[src/rtl/core/cfp_pkg.sv]
`timescale 1ns / 1ps
// Shared types and codes for the command frame parser.
// No dependencies; imported by every module of the block.
package cfp_pkg;

    // Result kinds on the master side
    localparam logic [1:0] EV_DEGREE = 2'd0;
    localparam logic [1:0] EV_ACK    = 2'd1;
    localparam logic [1:0] EV_HEART  = 2'd2;

    // Input beat kinds
    localparam logic OP_BYTE    = 1'b0;
    localparam logic OP_RESTART = 1'b1;

    // Link byte values
    localparam logic [7:0] SYNC_BYTE     = 8'hFE;
    localparam logic [7:0] HB_HEAD_BYTE  = 8'h27;
    localparam logic [7:0] HB_TAIL_BYTE  = 8'h0F;
    localparam logic [7:0] DEG_CMD_BYTE  = 8'hE0;
    localparam logic [7:0] DEG_ARG_BYTE  = 8'h00;
    localparam logic [7:0] ACK_CMD_BYTE  = 8'hE2;
    localparam logic [7:0] ACK_ARG1_BYTE = 8'h01;
    localparam logic [7:0] ACK_ARG2_BYTE = 8'h02;

    typedef struct packed {
        logic [1:0] event_res;
        logic [1:0] ack_code;
    } cfp_result_t;

endpackage

[src/rtl/core/cfp_in_stage.sv]
`timescale 1ns / 1ps
// Input register of the command frame parser: holds one received beat.
// Depends on cfp_pkg.
module cfp_in_stage (
    input  logic       clk,
    input  logic       rst_n,
    input  logic       s_tvalid,
    output logic       s_tready,
    input  logic       s_op,
    input  logic [7:0] s_byte,
    input  logic       out_free,
    output logic       advance,
    output logic       op,
    output logic [7:0] rx_byte
);
    import cfp_pkg::*;

    logic       valid_reg;
    logic       valid_next;
    logic       op_reg;
    logic [7:0] byte_reg;

    assign advance  = valid_reg && out_free;
    assign s_tready = !valid_reg || advance;
    assign op       = op_reg;
    assign rx_byte  = byte_reg;

    always_comb
    begin
        valid_next = valid_reg;
        if (s_tvalid && s_tready)
        begin
            valid_next = 1'b1;
        end
        else if (advance)
        begin
            valid_next = 1'b0;
        end
    end

    always_ff @(posedge clk or negedge rst_n)
    begin
        if (!rst_n)
        begin
            valid_reg <= 1'b0;
        end
        else
        begin
            valid_reg <= valid_next;
        end
    end

    always_ff @(posedge clk)
    begin
        if (s_tvalid && s_tready)
        begin
            op_reg   <= (s_op == OP_RESTART) ? OP_RESTART : OP_BYTE;
            byte_reg <= s_byte;
        end
    end

endmodule

[src/rtl/core/cfp_parser.sv]
`timescale 1ns / 1ps
// Frame recognizer: phase state, length and count, first two payload bytes.
// Depends on cfp_pkg; driven by the beat held in cfp_in_stage.
module cfp_parser #(
    parameter int MAX_FRAME_LENGTH = 16
) (
    input  logic                 clk,
    input  logic                 rst_n,
    input  logic                 advance,
    input  logic                 op,
    input  logic [7:0]           rx_byte,
    output logic                 hit,
    output cfp_pkg::cfp_result_t res
);
    import cfp_pkg::*;

    localparam int LW = $clog2(MAX_FRAME_LENGTH);

    localparam logic [2:0] PH_HUNT  = 3'd0;
    localparam logic [2:0] PH_SYNC1 = 3'd1;
    localparam logic [2:0] PH_LEN   = 3'd2;
    localparam logic [2:0] PH_DATA  = 3'd3;
    localparam logic [2:0] PH_HBEAT = 3'd4;

    logic [2:0]    phase_reg,  phase_next;
    logic [LW-1:0] len_reg,    len_next;
    logic [LW-1:0] cnt_reg,    cnt_next;
    logic [7:0]    first_reg,  first_next;
    logic [7:0]    second_reg, second_next;
    logic [LW:0]   cnt_inc;

    assign cnt_inc = {1'b0, cnt_reg} + (LW+1)'(1);

    always_comb
    begin
        phase_next  = phase_reg;
        len_next    = len_reg;
        cnt_next    = cnt_reg;
        first_next  = first_reg;
        second_next = second_reg;
        hit         = 1'b0;
        res         = '0;
        if (op == OP_RESTART)
        begin
            phase_next = PH_HUNT;
        end
        else
        begin
            case (phase_reg)
                PH_SYNC1:
                begin
                    phase_next = (rx_byte == SYNC_BYTE) ? PH_LEN : PH_HUNT;
                end
                PH_LEN:
                begin
                    if ({1'b0, rx_byte} < 9'(MAX_FRAME_LENGTH))
                    begin
                        len_next = rx_byte[LW-1:0];
                        cnt_next = '0;
                        // empty frame ends here and never matches a command
                        phase_next = (rx_byte == 8'd0) ? PH_HUNT : PH_DATA;
                    end
                    else
                    begin
                        phase_next = PH_HUNT;
                    end
                end
                PH_DATA:
                begin
                    if (cnt_reg == LW'(0))
                    begin
                        first_next = rx_byte;
                    end
                    if (cnt_reg == LW'(1))
                    begin
                        second_next = rx_byte;
                    end
                    cnt_next = cnt_inc[LW-1:0];
                    if (cnt_inc >= {1'b0, len_reg})
                    begin
                        phase_next = PH_HUNT;
                        if (9'(len_reg) == 9'd2 && first_next == DEG_CMD_BYTE &&
                            second_next == DEG_ARG_BYTE)
                        begin
                            hit           = 1'b1;
                            res.event_res = EV_DEGREE;
                        end
                        else if (9'(len_reg) == 9'd4 && first_next == ACK_CMD_BYTE &&
                                 (second_next == ACK_ARG1_BYTE ||
                                  second_next == ACK_ARG2_BYTE))
                        begin
                            hit           = 1'b1;
                            res.event_res = EV_ACK;
                            res.ack_code  = second_next[1:0];
                        end
                    end
                end
                PH_HBEAT:
                begin
                    phase_next = PH_HUNT;
                    if (rx_byte == HB_TAIL_BYTE)
                    begin
                        hit           = 1'b1;
                        res.event_res = EV_HEART;
                    end
                end
                default:
                begin
                    // unused codes hunt as well
                    if (rx_byte == SYNC_BYTE)
                    begin
                        phase_next = PH_SYNC1;
                    end
                    else if (rx_byte == HB_HEAD_BYTE)
                    begin
                        phase_next = PH_HBEAT;
                    end
                    else
                    begin
                        phase_next = PH_HUNT;
                    end
                end
            endcase
        end
    end

    always_ff @(posedge clk or negedge rst_n)
    begin
        if (!rst_n)
        begin
            phase_reg <= PH_HUNT;
            len_reg   <= '0;
            cnt_reg   <= '0;
        end
        else if (advance)
        begin
            phase_reg <= phase_next;
            len_reg   <= len_next;
            cnt_reg   <= cnt_next;
        end
    end

    always_ff @(posedge clk)
    begin
        if (advance)
        begin
            first_reg  <= first_next;
            second_reg <= second_next;
        end
    end

endmodule

[src/rtl/core/cfp_out_reg.sv]
`timescale 1ns / 1ps
// Result register of the command frame parser, master side of the stream.
// Depends on cfp_pkg.
module cfp_out_reg (
    input  logic                 clk,
    input  logic                 rst_n,
    input  logic                 load,
    input  logic                 hit,
    input  cfp_pkg::cfp_result_t res,
    output logic                 out_free,
    output logic                 m_tvalid,
    input  logic                 m_tready,
    output cfp_pkg::cfp_result_t m_res
);
    import cfp_pkg::*;

    logic        valid_reg;
    logic        valid_next;
    cfp_result_t res_reg;

    assign out_free = !valid_reg || m_tready;
    assign m_tvalid = valid_reg;
    assign m_res    = res_reg;

    always_comb
    begin
        valid_next = valid_reg;
        if (load)
        begin
            valid_next = hit;
        end
        else if (m_tready)
        begin
            valid_next = 1'b0;
        end
    end

    always_ff @(posedge clk or negedge rst_n)
    begin
        if (!rst_n)
        begin
            valid_reg <= 1'b0;
        end
        else
        begin
            valid_reg <= valid_next;
        end
    end

    always_ff @(posedge clk)
    begin
        if (load && hit)
        begin
            res_reg <= res;
        end
    end

endmodule

[src/rtl/core/command_frame_parser_unit.sv]
`timescale 1ns / 1ps
// Top level of the command frame parser.
// Depends on cfp_pkg, cfp_in_stage, cfp_parser and cfp_out_reg.
//
// Byte-serial link parser. Each slave beat is one received byte (tuser = 0)
// or a link restart (tuser = 1), which drops back to hunting. It recognizes
// FE FE len payload command frames (len below MAX_FRAME_LENGTH, others
// dropped) and 27 0F heartbeats, and emits one master beat for a degree
// request (E0 00, len 2), an acknowledgement (E2 01 / E2 02, len 4, code in
// tdata) or a heartbeat; all other frames produce nothing. One byte is taken
// every clock while the result register is free: a beat passes an input register,
// a single state update and a result register, which drives the master side.
// Every byte, with or without a result, needs the result register free to move
// on; while a result waits on m_axis_tready one more byte is taken into the
// input register and the slave side then stalls.
module command_frame_parser_unit #(
    parameter int MAX_FRAME_LENGTH = 16
) (
    input  logic       clk,
    input  logic       rst_n,
    input  logic       s_axis_tvalid,
    output logic       s_axis_tready,
    input  logic [7:0] s_axis_tdata,   // [7:0] rx_byte
    input  logic [0:0] s_axis_tuser,   // [0] op
    output logic       m_axis_tvalid,
    input  logic       m_axis_tready,
    output logic [7:0] m_axis_tdata,   // [1:0] ack_code, [7:2] zero
    output logic [1:0] m_axis_tuser    // [1:0] event_res
);
    import cfp_pkg::*;

    logic        out_free;
    logic        advance;
    logic        op;
    logic [7:0]  rx_byte;
    logic        hit;
    cfp_result_t res;
    cfp_result_t m_res;

    cfp_in_stage u_in (
        .clk      (clk),
        .rst_n    (rst_n),
        .s_tvalid (s_axis_tvalid),
        .s_tready (s_axis_tready),
        .s_op     (s_axis_tuser[0]),
        .s_byte   (s_axis_tdata),
        .out_free (out_free),
        .advance  (advance),
        .op       (op),
        .rx_byte  (rx_byte)
    );

    cfp_parser #(
        .MAX_FRAME_LENGTH (MAX_FRAME_LENGTH)
    ) u_parser (
        .clk     (clk),
        .rst_n   (rst_n),
        .advance (advance),
        .op      (op),
        .rx_byte (rx_byte),
        .hit     (hit),
        .res     (res)
    );

    cfp_out_reg u_out (
        .clk      (clk),
        .rst_n    (rst_n),
        .load     (advance),
        .hit      (hit),
        .res      (res),
        .out_free (out_free),
        .m_tvalid (m_axis_tvalid),
        .m_tready (m_axis_tready),
        .m_res    (m_res)
    );

    assign m_axis_tdata = {6'd0, m_res.ack_code};
    assign m_axis_tuser = m_res.event_res;

endmodule
[config.mk]
export PLATFORM = sky130hd
export DESIGN_NAME = command_frame_parser_unit
export DESIGN_NICKNAME = d
export VERILOG_FILES = /design/src/rtl/core/cfp_pkg.sv /design/src/rtl/core/cfp_in_stage.sv /design/src/rtl/core/cfp_parser.sv /design/src/rtl/core/cfp_out_reg.sv /design/src/rtl/core/command_frame_parser_unit.sv
export SDC_FILE = /design/constraint.sdc
export NUM_CORES = 1
export LEC_CHECK = 0
export ABC_AREA = 1
export ABC_CLOCK_PERIOD_IN_PS = 5600
export BUFFER_PORTS_ARGS = -buffer_cell sky130_fd_sc_hd__buf_2
export CAP_MARGIN = 30
export CORE_UTILIZATION = 25
export CTS_CLUSTER_DIAMETER = 50
export CTS_CLUSTER_SIZE = 14
export DETAILED_ROUTE_END_ITERATION = 12
export GPL_TIMING_DRIVEN = 0
export SETUP_SLACK_MARGIN = 0.05
export SLEW_MARGIN = 30
export SYNTH_ARGS = -nofsm -noshare
export SYNTH_HDL_FRONTEND = slang
export SYNTH_SLANG_ARGS = --single-unit
[constraint.sdc]
create_clock -name clk -period 5.6 [get_ports clk]
set_input_delay 0.28 -clock clk [delete_from_list [all_inputs] [get_ports clk]]
set_output_delay 0.28 -clock clk [all_outputs]
set_load 0.1 [all_outputs]
After elaboration in Yosys (flattened, before gate mapping)
Index checks and enable logic that the tools add are counted.
{"block": "classes", "order_cmp": 2, "n_mux": 33, "add_sub_neg": 1, "n_eq_ne": 16, "n_bitwise": 4, "n_reduce_logical": 23}
{"cell": "two-way mux 8 bit", "n": 6}
{"cell": "== test 8 bit, second input constant", "n": 3}
{"cell": "two-way mux 3 bit", "n": 6}
{"cell": "zero test 8 bit", "n": 2}
{"cell": "case mux 3 bit (4 select lines)", "n": 1}
{"cell": "two-way mux 1 bit", "n": 11}
{"cell": "== test 8 x 1 -> 1 bit, second input constant", "n": 1}
{"cell": "== test 8 x 2 -> 1 bit, second input constant", "n": 1}
{"cell": "== test 8 x 4 -> 1 bit, second input constant", "n": 1}
{"cell": "== test 8 x 6 -> 1 bit, second input constant", "n": 1}
{"cell": "less-than comparator 8 x 5 -> 1 bit, second input constant", "n": 1}
{"cell": "two-way mux 2 bit", "n": 4}
{"cell": "two-way mux 4 bit", "n": 2}
{"cell": "case mux 4 bit (2 select lines)", "n": 1}
{"cell": "AND reduction 4 bit", "n": 2}
{"cell": "logical AND 1 bit", "n": 7}
{"cell": "== test 3 x 2 -> 1 bit, second input constant", "n": 2}
{"cell": "nonzero test 2 bit", "n": 3}
{"cell": "adder 4 x 1 -> 5 bit, second input constant", "n": 1}
{"cell": "greater-or-equal comparator 5 x 4 -> 1 bit", "n": 1}
{"cell": "OR reduction 5 bit", "n": 1}
{"cell": "== test 4 x 1 -> 1 bit, second input constant", "n": 1}
{"cell": "== test 4 x 2 -> 1 bit, second input constant", "n": 1}
{"cell": "== test 4 x 3 -> 1 bit, second input constant", "n": 1}
{"cell": "12 further kinds", "n": 18}
{"block": "word_totals", "inputBits": 13, "output_inout_bits": 12, "word_cells": 90, "regBits": 42}

Longest topological paths before layout
Gate-level depths: netlist (run 1).
{"block": "logic_depth", "depth_word": 13, "depth_mapped": 15}

Cells and area by module
Synthesis (run 1) repeated with hierarchy kept, for this count alone.
{"block": "hier_totals", "cells_unflattened": 261, "hier_area_um2": 2313.5}
{"module": "cfp_parser", "n_inst": 1, "area_per_inst_um2": 1770.4, "cells_each": 225, "seq_area_each_um2": 755.7}
{"module": "cfp_in_stage", "n_inst": 1, "area_per_inst_um2": 322.8, "cells_each": 17, "seq_area_each_um2": 295.3}
{"module": "cfp_out_reg", "n_inst": 1, "area_per_inst_um2": 171.4, "cells_each": 12, "seq_area_each_um2": 145.1}
{"module": "command_frame_parser_unit", "n_inst": 1, "area_per_inst_um2": 48.8, "cells_each": 7, "seq_area_each_um2": 0.0}

Worst setup path before layout (run 1)
OpenSTA, ideal clock, no wires.
{"block": "synth_path", "path_type": "flip-flop to flip-flop", "start": "reg u_out.valid_reg, in the netlist u_out.m_tvalid", "end": "reg u_parser.cnt_reg[0]", "t_arrival_ps": 2345, "synth_period_minus_slack_ps": 2472, "required_ps": 5473, "setup_time_ps": 127, "path_stages_with_launch": 11, "setup_slack_ps": 3128, "n_path_buf": 0, "cell_sequence": "dfrtp_1 > inv_1 > nor2_1 > inv_1 > nand2_1 > nor2_1 > inv_1 > nor2_1 > inv_1 > nand2_1 > o21ai_0"}
{"block": "synth_between", "elab_chain_cells": 4}
{"item": "from (decl)", "line": "cfp_out_reg.sv:17", "source": "logic valid_reg;"}
{"item": "from (signal assigned)", "line": "cfp_out_reg.sv:46", "source": "valid_reg <= valid_next;"}
{"item": "zero test 1 bit", "line": "cfp_out_reg.sv:21", "source": "assign out_free = !valid_reg || m_tready;"}
{"item": "logical OR 1 bit", "line": "cfp_out_reg.sv:21"}
{"item": "logical AND 1 bit", "line": "cfp_in_stage.sv:23", "source": "assign advance = valid_reg && out_free;"}
{"item": "AND reduction 4 bit (no line)"}
{"item": "to (signal assigned)", "line": "cfp_parser.sv:139", "source": "cnt_reg <= cnt_next;"}
{"item": "to (decl)", "line": "cfp_parser.sv:27", "source": "logic [LW-1:0] cnt_reg, cnt_next;"}
No other way between the ends.
A chain may end at the register's enable or synchronous reset.

Worst setup path in the final report (run 1)
{"block": "layout_path", "start": "reg u_parser.cnt_reg[0]", "end": "reg u_out.res_reg (netlist bit u_out.m_res[0]), enable pin"}
{"block": "layout_between", "elab_chain_cells": 13, "elab_cells_between_ends": 26}
{"item": "== test 4 x 1 -> 1 bit / zero test 4 bit (equally long branches)", "line": "cfp_parser.sv:74, cfp_parser.sv:70"}
{"item": "two-way mux 8 bit (on tied branches)", "line": "cfp_parser.sv:74, cfp_parser.sv:70"}
{"item": "two-way mux 8 bit", "line": "cfp_parser.sv:49", "source": "case (phase_reg)"}
{"item": "two-way mux 8 bit", "line": "cfp_parser.sv:43", "source": "if (op == OP_RESTART)"}
{"item": "== test 8 x 1 -> 1 bit (tied with other cells)", "line": "cfp_parser.sv:89", "source": "(second_next == ACK_ARG1_BYTE ||"}
{"item": "logical OR 1 bit / logical AND 1 bit (equally long branches)", "line": "cfp_parser.sv:89, cfp_parser.sv:88"}
{"item": "logical AND 1 bit", "line": "cfp_parser.sv:88", "source": "else if (9'(len_reg) == 9'd4 && first_next == ACK_CMD_BYTE &&"}
{"item": "two-way mux 1 bit", "line": "cfp_parser.sv:88"}
{"item": "two-way mux 1 bit", "line": "cfp_parser.sv:82", "source": "if (9'(len_reg) == 9'd2 && first_next == DEG_CMD_BYTE &&"}
{"item": "two-way mux 1 bit *", "line": "cfp_parser.sv:79", "source": "if (cnt_inc >= {1'b0, len_reg})"}
{"item": "case mux 1 bit (2 select lines) *", "line": "cfp_parser.sv:49"}
{"item": "two-way mux 1 bit *", "line": "cfp_parser.sv:43"}
{"item": "logical AND 1 bit *", "line": "cfp_out_reg.sv:52", "source": "if (load && hit)"}
{"item": "to (signal assigned)", "line": "cfp_out_reg.sv:54", "source": "res_reg <= res;"}
{"item": "to (decl)", "line": "cfp_out_reg.sv:19", "source": "cfp_result_t res_reg;"}
Every way passes the cells marked *; elsewhere a longest branch is shown, timed or not. The select of a mux whose other input is x is not followed.

==> impl_results.md, run 1 <==
* Status: complete, but fails checks
* Failing checks: DRC
* Port Buffers at 18
* Core area at 0.00885 mm2
* Die height at roughly 98 um
* Placed Area at around 0.0026 mm2
* Cell Area, Synth at 0.00231 mm2
* Global-route wire length before repair at between 7000 and 8000 um
* CTS tree: done
* CTS H-tree depth at 2
* Final Net Count at around 320
* CTS root buf: clkbuf_8
* # DRC at 2
* Critical Path RT at 5.59 ns
* EDFF count, synth at 29
* Min Hold Slack at 0.163 ns
* Clock tree buffer depth at 2
* Hold crit path type: input port to register
* WL/cell at 10.8 um
* Dpl hpwl at 3510 um
* I/O Pins at 25
* Die W at ~98 um
* Routability congestion estimate at ~0.79
* CTS Buf Count at 5
* Gate power share at between 30% and 40%
* GRT Overall Usage at 9.80%
* Register Area at ~0.0012 mm2
* Worst r2r dst: u_out.m_res[0]
* Worst r2r src: u_parser.cnt_reg[0]
* Largest net degree at the start of global routing at 14
* Worst rel slew slack at between 50% and 60%
* Clock input transition at the sequential cells of the worst setup and hold paths at approximately 0.08 ns
* Antenna viol nets, final at 0
* CP Capture Type: register
* Worst Hold Launch: s_axis_tdata[6]
* VDD IR-drop max at 186 uV
* YS warnings at 0
* Commonest non-fill, non-tap cell in the layout: nand2_1
* Max_cap viols at 0
* Sequential power share at 42.7%
* WHS Path Cells at 1
* Clock skew at 0.00583 ns
* Seq/Total Area, Yosys at 51.8%
* Setup repair after global routing missed its margin: false
* Crit-path max FO at 5
* Area delta synth->final at 15.3%
* Final cell count without fillers at a little over 400
* Setup Fix Bufs, Post-CTS at 0
* Fin. Hold Viols at 0
* CP Data Arrival Time at approximately 2.5 ns
* Maximum operating frequency at 0.397 GHz
* Vias in the first global route at approximately 1700
* Hold endpoint: u_in.rx_byte[6]
* Worst r2r path cells at 13
* Finished layout cell area at 0.00266 mm2
* Grt ovf at 0
* Setup violations, final at 0
* Clock Latency Late Sink at 0.29 ns
* Initial core utilization at between 20% and 30%
* First-pass detailed-route iteration total at 10
* Util after Layout at 30.1%
* Synthesized flop and latch total at 42
* Final Max Slew Viols at 0
* Synth Flop Type: edfxtp_1
* R2r setup slk at 3.08 ns
* DRT iter0 DRCs at 74
* Cell area power density at approximately 350 mW/mm2
* Most frequent cells in the layout: nand2_1 (58), inv_1 (48), edfxtp_1 (29)
* Clk pwr share at a little over 20%
* CP Class: register to register
* Vias per cell at approximately 4.4
* Tcrit/Tclk final at 45.0%
* Switching part of the total power at about 38%
* Placed cells at 397
* Die area at 0.00962 mm2
* DRT Wirelength at 4400 um
* Antenna fix cells at 0
* Initial antenna violation count at 0
* Multi-input combinational cell area at 863 um2
* Syn Inst Count at about 270
* Switch Pwr at 0.346 mW
* Std cell rows at 34
* Sum Neg Setup Slack at 0 ns
* Synth unique cells at 26
* Clock Sinks at 42
* Ys async rst share at about 31%
* Crit path launch type: register
* Design internal power at between 0.5 and 0.6 mW
* Slew @ Worst Pin at 0.669 ns
* DR vias at 1768
* Leakage power at 1.22 nW
* Layout cells sized above 1 at 20.1%
* Fillers at 937
* Min Tclk post-route at between 2 and 3 ns
* Syn Area/Cell at 8.71 um2
[what timing repair did]
item,4_1_cts,5_1_grt
resized for setup,0,0
hold endpoints to repair,13,0
hold buffers,1,0
[cell type report]
type                       instances  share of cell area [%]
sequential                        42                    44.9
multi-input combinational        169                    32.4
inverter                          49                    6.91
tap                              108                    5.08
timing repair buffer              20                    4.18
buffer                            10                    3.24
clock buffer                       5                    2.59
clock inverter                     3                   0.611
[power groups by stage]
stage               clock network (mW)  logic, mW  registers, mW
floorplan                            0      0.270          0.393
global placement                     0      0.326          0.399
detailed placement                   0      0.339          0.400
CTS                              0.192      0.341          0.393
global route                     0.207      0.388          0.397
finish                           0.187      0.340          0.393
[critical path, stage by stage (launching register included)]
cell     delay [ns]
dfrtp_1        0.44
ha_1           0.24
xor2_1         0.18
ha_1           0.34
nand2_1        0.06
nor2_1         0.11
nand2_1        0.06
nand4_1        0.16
nand2_1        0.08
inv_1          0.09
nand3_2        0.13
nand3_2        0.10
nand2_2        0.06
inv_1          0.17
[metal layers]
layer	track usage [%]	part of all wire, %	vias to the layer above
met1	11.6	46	807
li1	-	-	898
met4	3.61	1.3	0
met5	0	0	-
met3	2.08	3.7	9
met2	17.4	49	54
[cells by family (layout without fill, tap and decap cells)]
| kind of cell | count (synthesis) | in the layout | synth area share (%) |
|---|---|---|---|
| compound gates | 19 | 19 | 4.88 |
| xor+xnor | 2 | 2 | 0.759 |
| fa+ha+maj | 7 | 7 | 3.79 |
| buf+inv | 59 | 87 | 11.7 |
| flops | 42 | 42 | 51.8 |
| other cells | 1 | 6 | 0.162 |
| simple gates | 135 | 135 | 26.9 |
[Yosys cell counts (3+ instances only)]
cell type	instances	area share, %
buf_4	7	2.3
edfxtp_1	29	38
ha_1	7	3.8
o21ai_1	4	0.87
dfrtp_1	13	14
nor2_1	23	3.7
nand2_2	13	3.5
inv_1	48	7.8
nand2_1	58	9.4
nand3_1	25	5.4
buf_6	3	1.5
o21ai_0	10	2.2
nand4_1	5	1.4
nor2_2	3	0.81
nor3_1	3	0.65
[worst max-delay path by stage]
stage	start	end	slack, ns	cells after the start
floorplan	u_out.m_tvalid	u_parser.cnt_reg[0]	3.13	10
global placement	u_out.m_tvalid	u_parser.cnt_reg[3]	3.04	10
detailed placement	u_parser.cnt_reg[0]	u_out.m_res[1]	3.05	13
CTS	u_parser.cnt_reg[0]	u_out.m_res[3]	3.04	13
global route	u_parser.cnt_reg[0]	u_out.m_res[3]	2.90	13
finish	u_parser.cnt_reg[0]	u_out.m_res[0]	3.08	13
[per-stage QoR]
step	total power, mW	setup slack (ns)
global route	0.993	2.90
global placement	0.725	3.04
finish	0.920	3.08
CTS	0.927	3.04
floorplan	0.663	3.13
detailed placement	0.739	3.05
Note: power is estimated with default switching activity, not from simulation.
==> run 2, diff against run 1 <==
ABC_CLOCK_PERIOD_IN_PS = 2600   (was 5600)
clock period = 2.6 ns   (was 5.6 ns; I/O delays follow)
==> run 2 against run 1 <==
  * The run still ends with DRC left
  * Sequential power increased by 120%
  * Setup slack got worse by 2.9 ns
  * Clock power rose by 120%
  * Power up 120%
  * Critical path type unchanged
  * Largest power group unchanged
  * Highest routed layer unchanged
==> impl_results.md, run 2 (synthesis results as in run 1) <==
* Worst Hold Launch: s_axis_tdata[6] (unchanged)
* CTS H-tree depth at 2 (unchanged)
* Setup repair after global routing missed its margin: false (unchanged)
* Clock skew at 0.00720 ns (was 0.00583 ns)
* VDD IR-drop max at 401 uV (was 186 uV)
* Clock Latency Late Sink at 0.29 ns (about the same)
* CP Data Arrival Time at 2.41 ns (was 2.51 ns)
* Critical Path Most Common Cell: nand2_1 (unchanged)
* Vias in the first global route at 1728 (unchanged)
* Final Net Count at 319 (was 317)
* Antenna viol nets, final at 0 (unchanged)
* Worst r2r src: u_parser.cnt_reg[0] (unchanged)
* DR vias at 1730 (was 1768)
* Clock Sinks at 42 (unchanged)
* CP Class: register to register (unchanged)
* Switching part of the total power at 37.7% (was 37.6%)
* Failing checks: DRC (unchanged)
* DRT Wirelength at 4400 um (about the same)
* Initial antenna violation count at 0 (unchanged)
* WL/cell at 10.8 um (about the same)
* Std cell rows at 34 (unchanged)
* Worst path slowest cell: dfrtp_2 (was dfrtp_1)
* Crit path buf inv count at 2 (unchanged)
* Slew @ Worst Pin at 0.680 ns (was 0.669 ns)
* Largest net degree at the start of global routing at 14 (unchanged)
* Fin. Hold Viols at 0 (unchanged)
* Worst path top cell family by delay: simple AND/OR/NAND/NOR gates (unchanged)
* Crit path largest cell delay at 0.44 ns (about the same)
* Layout cells sized above 1 at 21.0% (was 20.1%)
* Routability congestion estimate at 0.785 (unchanged)
* Clock tree buffer depth at 2 (unchanged)
* Sequential power share at 42.7% (about the same)
* GRT Overall Usage at 9.80% (unchanged)
* Hold endpoint: u_in.rx_byte[6] (unchanged)
* CTS tree: done (unchanged)
* Crit-path max FO at 5 (unchanged)
* Clock input transition at the sequential cells of the worst setup and hold paths at 0.08 ns (about the same)
* Area delta synth->final at 16.6% (was 15.3%)
* Util after Layout at 30.4% (was 30.1%)
* Min Tclk post-route at 2.40 ns (was 2.52 ns)
* Dpl hpwl at 3510 um (unchanged)
* Tcrit/Tclk final at 92.2% (was 45.0%)
* Antenna fix cells at 0 (unchanged)
* Leakage power at 1.22 nW (about the same)
* Critical path, cell by cell: ha_1 > xor2_1 > ha_1 > nand2_1 > nor2_1 > nand2_1 > nand4_1 > nand2_1 > inv_2 > nand3_1 > nand3_2 > nand2_2 > inv_4 (was ha_1 > xor2_1 > ha_1 > nand2_1 > nor2_1 > nand2_1 > nand4_1 > nand2_1 > inv_1 > nand3_2 > nand3_2 > nand2_2 > inv_1)
* R2r setup slk at 0.20 ns (was 3.08 ns)
* Setup Fix Bufs, Post-CTS at 0 (unchanged)
* Fillers at 935 (was 937)
* Gate power share at 37.0% (was 36.9%)
* Worst rel slew slack at 54.6% (was 55.4%)
* Worst r2r path cells at 13 (unchanged)
* Initial core utilization at 26.1% (unchanged)
* Die W at 98.1 um (unchanged)
* WHS Path Cells at 1 (unchanged)
* Switch Pwr at 0.750 mW (was 0.346 mW)
* Vias per cell at 4.24 (was 4.35)
* Design internal power at 1.24 mW (was 0.574 mW)
* Crit path launch type: register (unchanged)
* DRT iter0 DRCs at 81 (was 74)
* Cell area power density at 739 mW/mm2 (was 346 mW/mm2)
* CP Capture Type: register (unchanged)
* Clk pwr share at 20.3% (was 20.4%)
* Most frequent cells in the layout: nand2_1 (58), inv_1 (46), edfxtp_1 (29) (was nand2_1 (58), inv_1 (48), edfxtp_1 (29))
* Grt ovf at 0 (unchanged)
* Core area at 0.00885 mm2 (unchanged)
* # DRC at 2 (unchanged)
* Port Buffers at 18 (unchanged)
* Commonest non-fill, non-tap cell in the layout: nand2_1 (unchanged)
* Status: complete, but fails checks (unchanged)
* Critical Path RT at 2.61 ns (was 5.59 ns)
* Global-route wire length before repair at 7520 um (unchanged)
* Worst r2r dst: u_out.m_res[1] (was u_out.m_res[0])
* Min Hold Slack at 0.0113 ns (was 0.163 ns)
* Sum Neg Setup Slack at 0 ns (unchanged)
* Final Max Slew Viols at 0 (unchanged)
* Max_cap viols at 0 (unchanged)
* Setup violations, final at 0 (unchanged)
* CTS root buf: clkbuf_8 (unchanged)
* Hold crit path type: input port to register (unchanged)
* Maximum operating frequency at 0.417 GHz (was 0.397 GHz)
* Die area at 0.00962 mm2 (unchanged)
* First-pass detailed-route iteration total at 8 (was 10)
* CTS Buf Count at 5 (unchanged)
* Die height at 98.1 um (unchanged)
* I/O Pins at 25 (unchanged)
[run 2: cell types whose count changed in the layout (fill, tap and decap cells not counted)]
cell	change
dfrtp_1	-1
dfrtp_2	+1
dlygate4sd3_1	+2
inv_1	-2
inv_2	+1
inv_4	+1
nand3_2	-1
nand3_4	+1
[run 2: worst max path at each step]
| stage | startpoint | endpoint | depth (start not counted) |
|---|---|---|---|
| floorplan | u_out.m_tvalid | u_parser.cnt_reg[0] | 10 |
| global placement | u_out.m_tvalid | u_parser.cnt_reg[3] | 10 |
| detailed placement | u_parser.cnt_reg[0] | u_out.m_res[2] | 13 |
| CTS | u_parser.cnt_reg[0] | u_out.m_res[3] | 13 |
| global route | u_parser.cnt_reg[0] | u_out.m_res[3] | 13 |
| finish | u_parser.cnt_reg[0] | u_out.m_res[1] | 13 |
[run 2: per-layer routing]
metal / share of wire (%) / wire [um] / GRT usage [%] / vias to the layer above
met2: 49 / 2180 / 17.4 / 53
li1: - / - / - / 899
met5: 0 / 0 / 0 / -
met4: 0.48 / 21 / 3.61 / 0
met1: 47 / 2050 / 11.6 / 775
met3: 3.5 / 155 / 2.08 / 3
[run 2: power by group through the flow]
stage	registers [mW]	logic [mW]	clock network (mW)
after detailed placement	0.862	0.730	0
after global placement	0.860	0.702	0
after CTS	0.847	0.735	0.413
final	0.849	0.737	0.405
after global routing	0.857	0.840	0.446
after floorplan	0.846	0.583	0
[run 2: cell type report]
type | count | area [um2] | area share (%)
Sequential cell | 42 | 1200 | 44.5
Multi-Input combinational cell | 169 | 871 | 32.3
Inverter | 49 | 186 | 6.92
Tap cell | 108 | 135 | 5.02
Timing Repair Buffer | 22 | 131 | 4.88
Buffer | 10 | 86.3 | 3.21
Clock buffer | 5 | 68.8 | 2.56
Clock inverter | 3 | 16.3 | 0.604
[run 2: timing repair]
| item | in CTS | in global routing |
|---|---|---|
| gates resized for setup | 1 | 4 |
| endpoints found under the setup margin | 4 | 4 |
| hold endpoints to repair | 13 | 2 |
| hold buffers | 1 | 2 |
| pin swaps | 0 | 2 |
[run 2: metrics by stage]
stage | cells | total power, mW | setup slack, ns | area, um2
6_report | 408 | 1.99 | 0.203 | 2690
5_1_grt | 408 | 2.14 | 0.0634 | 2690
4_1_cts | 406 | 2.00 | 0.114 | 2660
3_5_place_dp | 397 | 1.59 | 0.0502 | 2570
3_3_place_gp | 396 | 1.56 | 0.0353 | 2550
2_1_floorplan | 270 | 1.43 | 0.128 | 2330
[run 2: worst register-to-register path, cell delays in order, from the launching register on]
cell	delay, ns
dfrtp_2	0.44
ha_1	0.23
xor2_1	0.18
ha_1	0.34
nand2_1	0.06
nor2_1	0.11
nand2_1	0.06
nand4_1	0.15
nand2_1	0.09
inv_2	0.08
nand3_1	0.09
nand3_2	0.09
nand2_2	0.08
inv_4	0.09
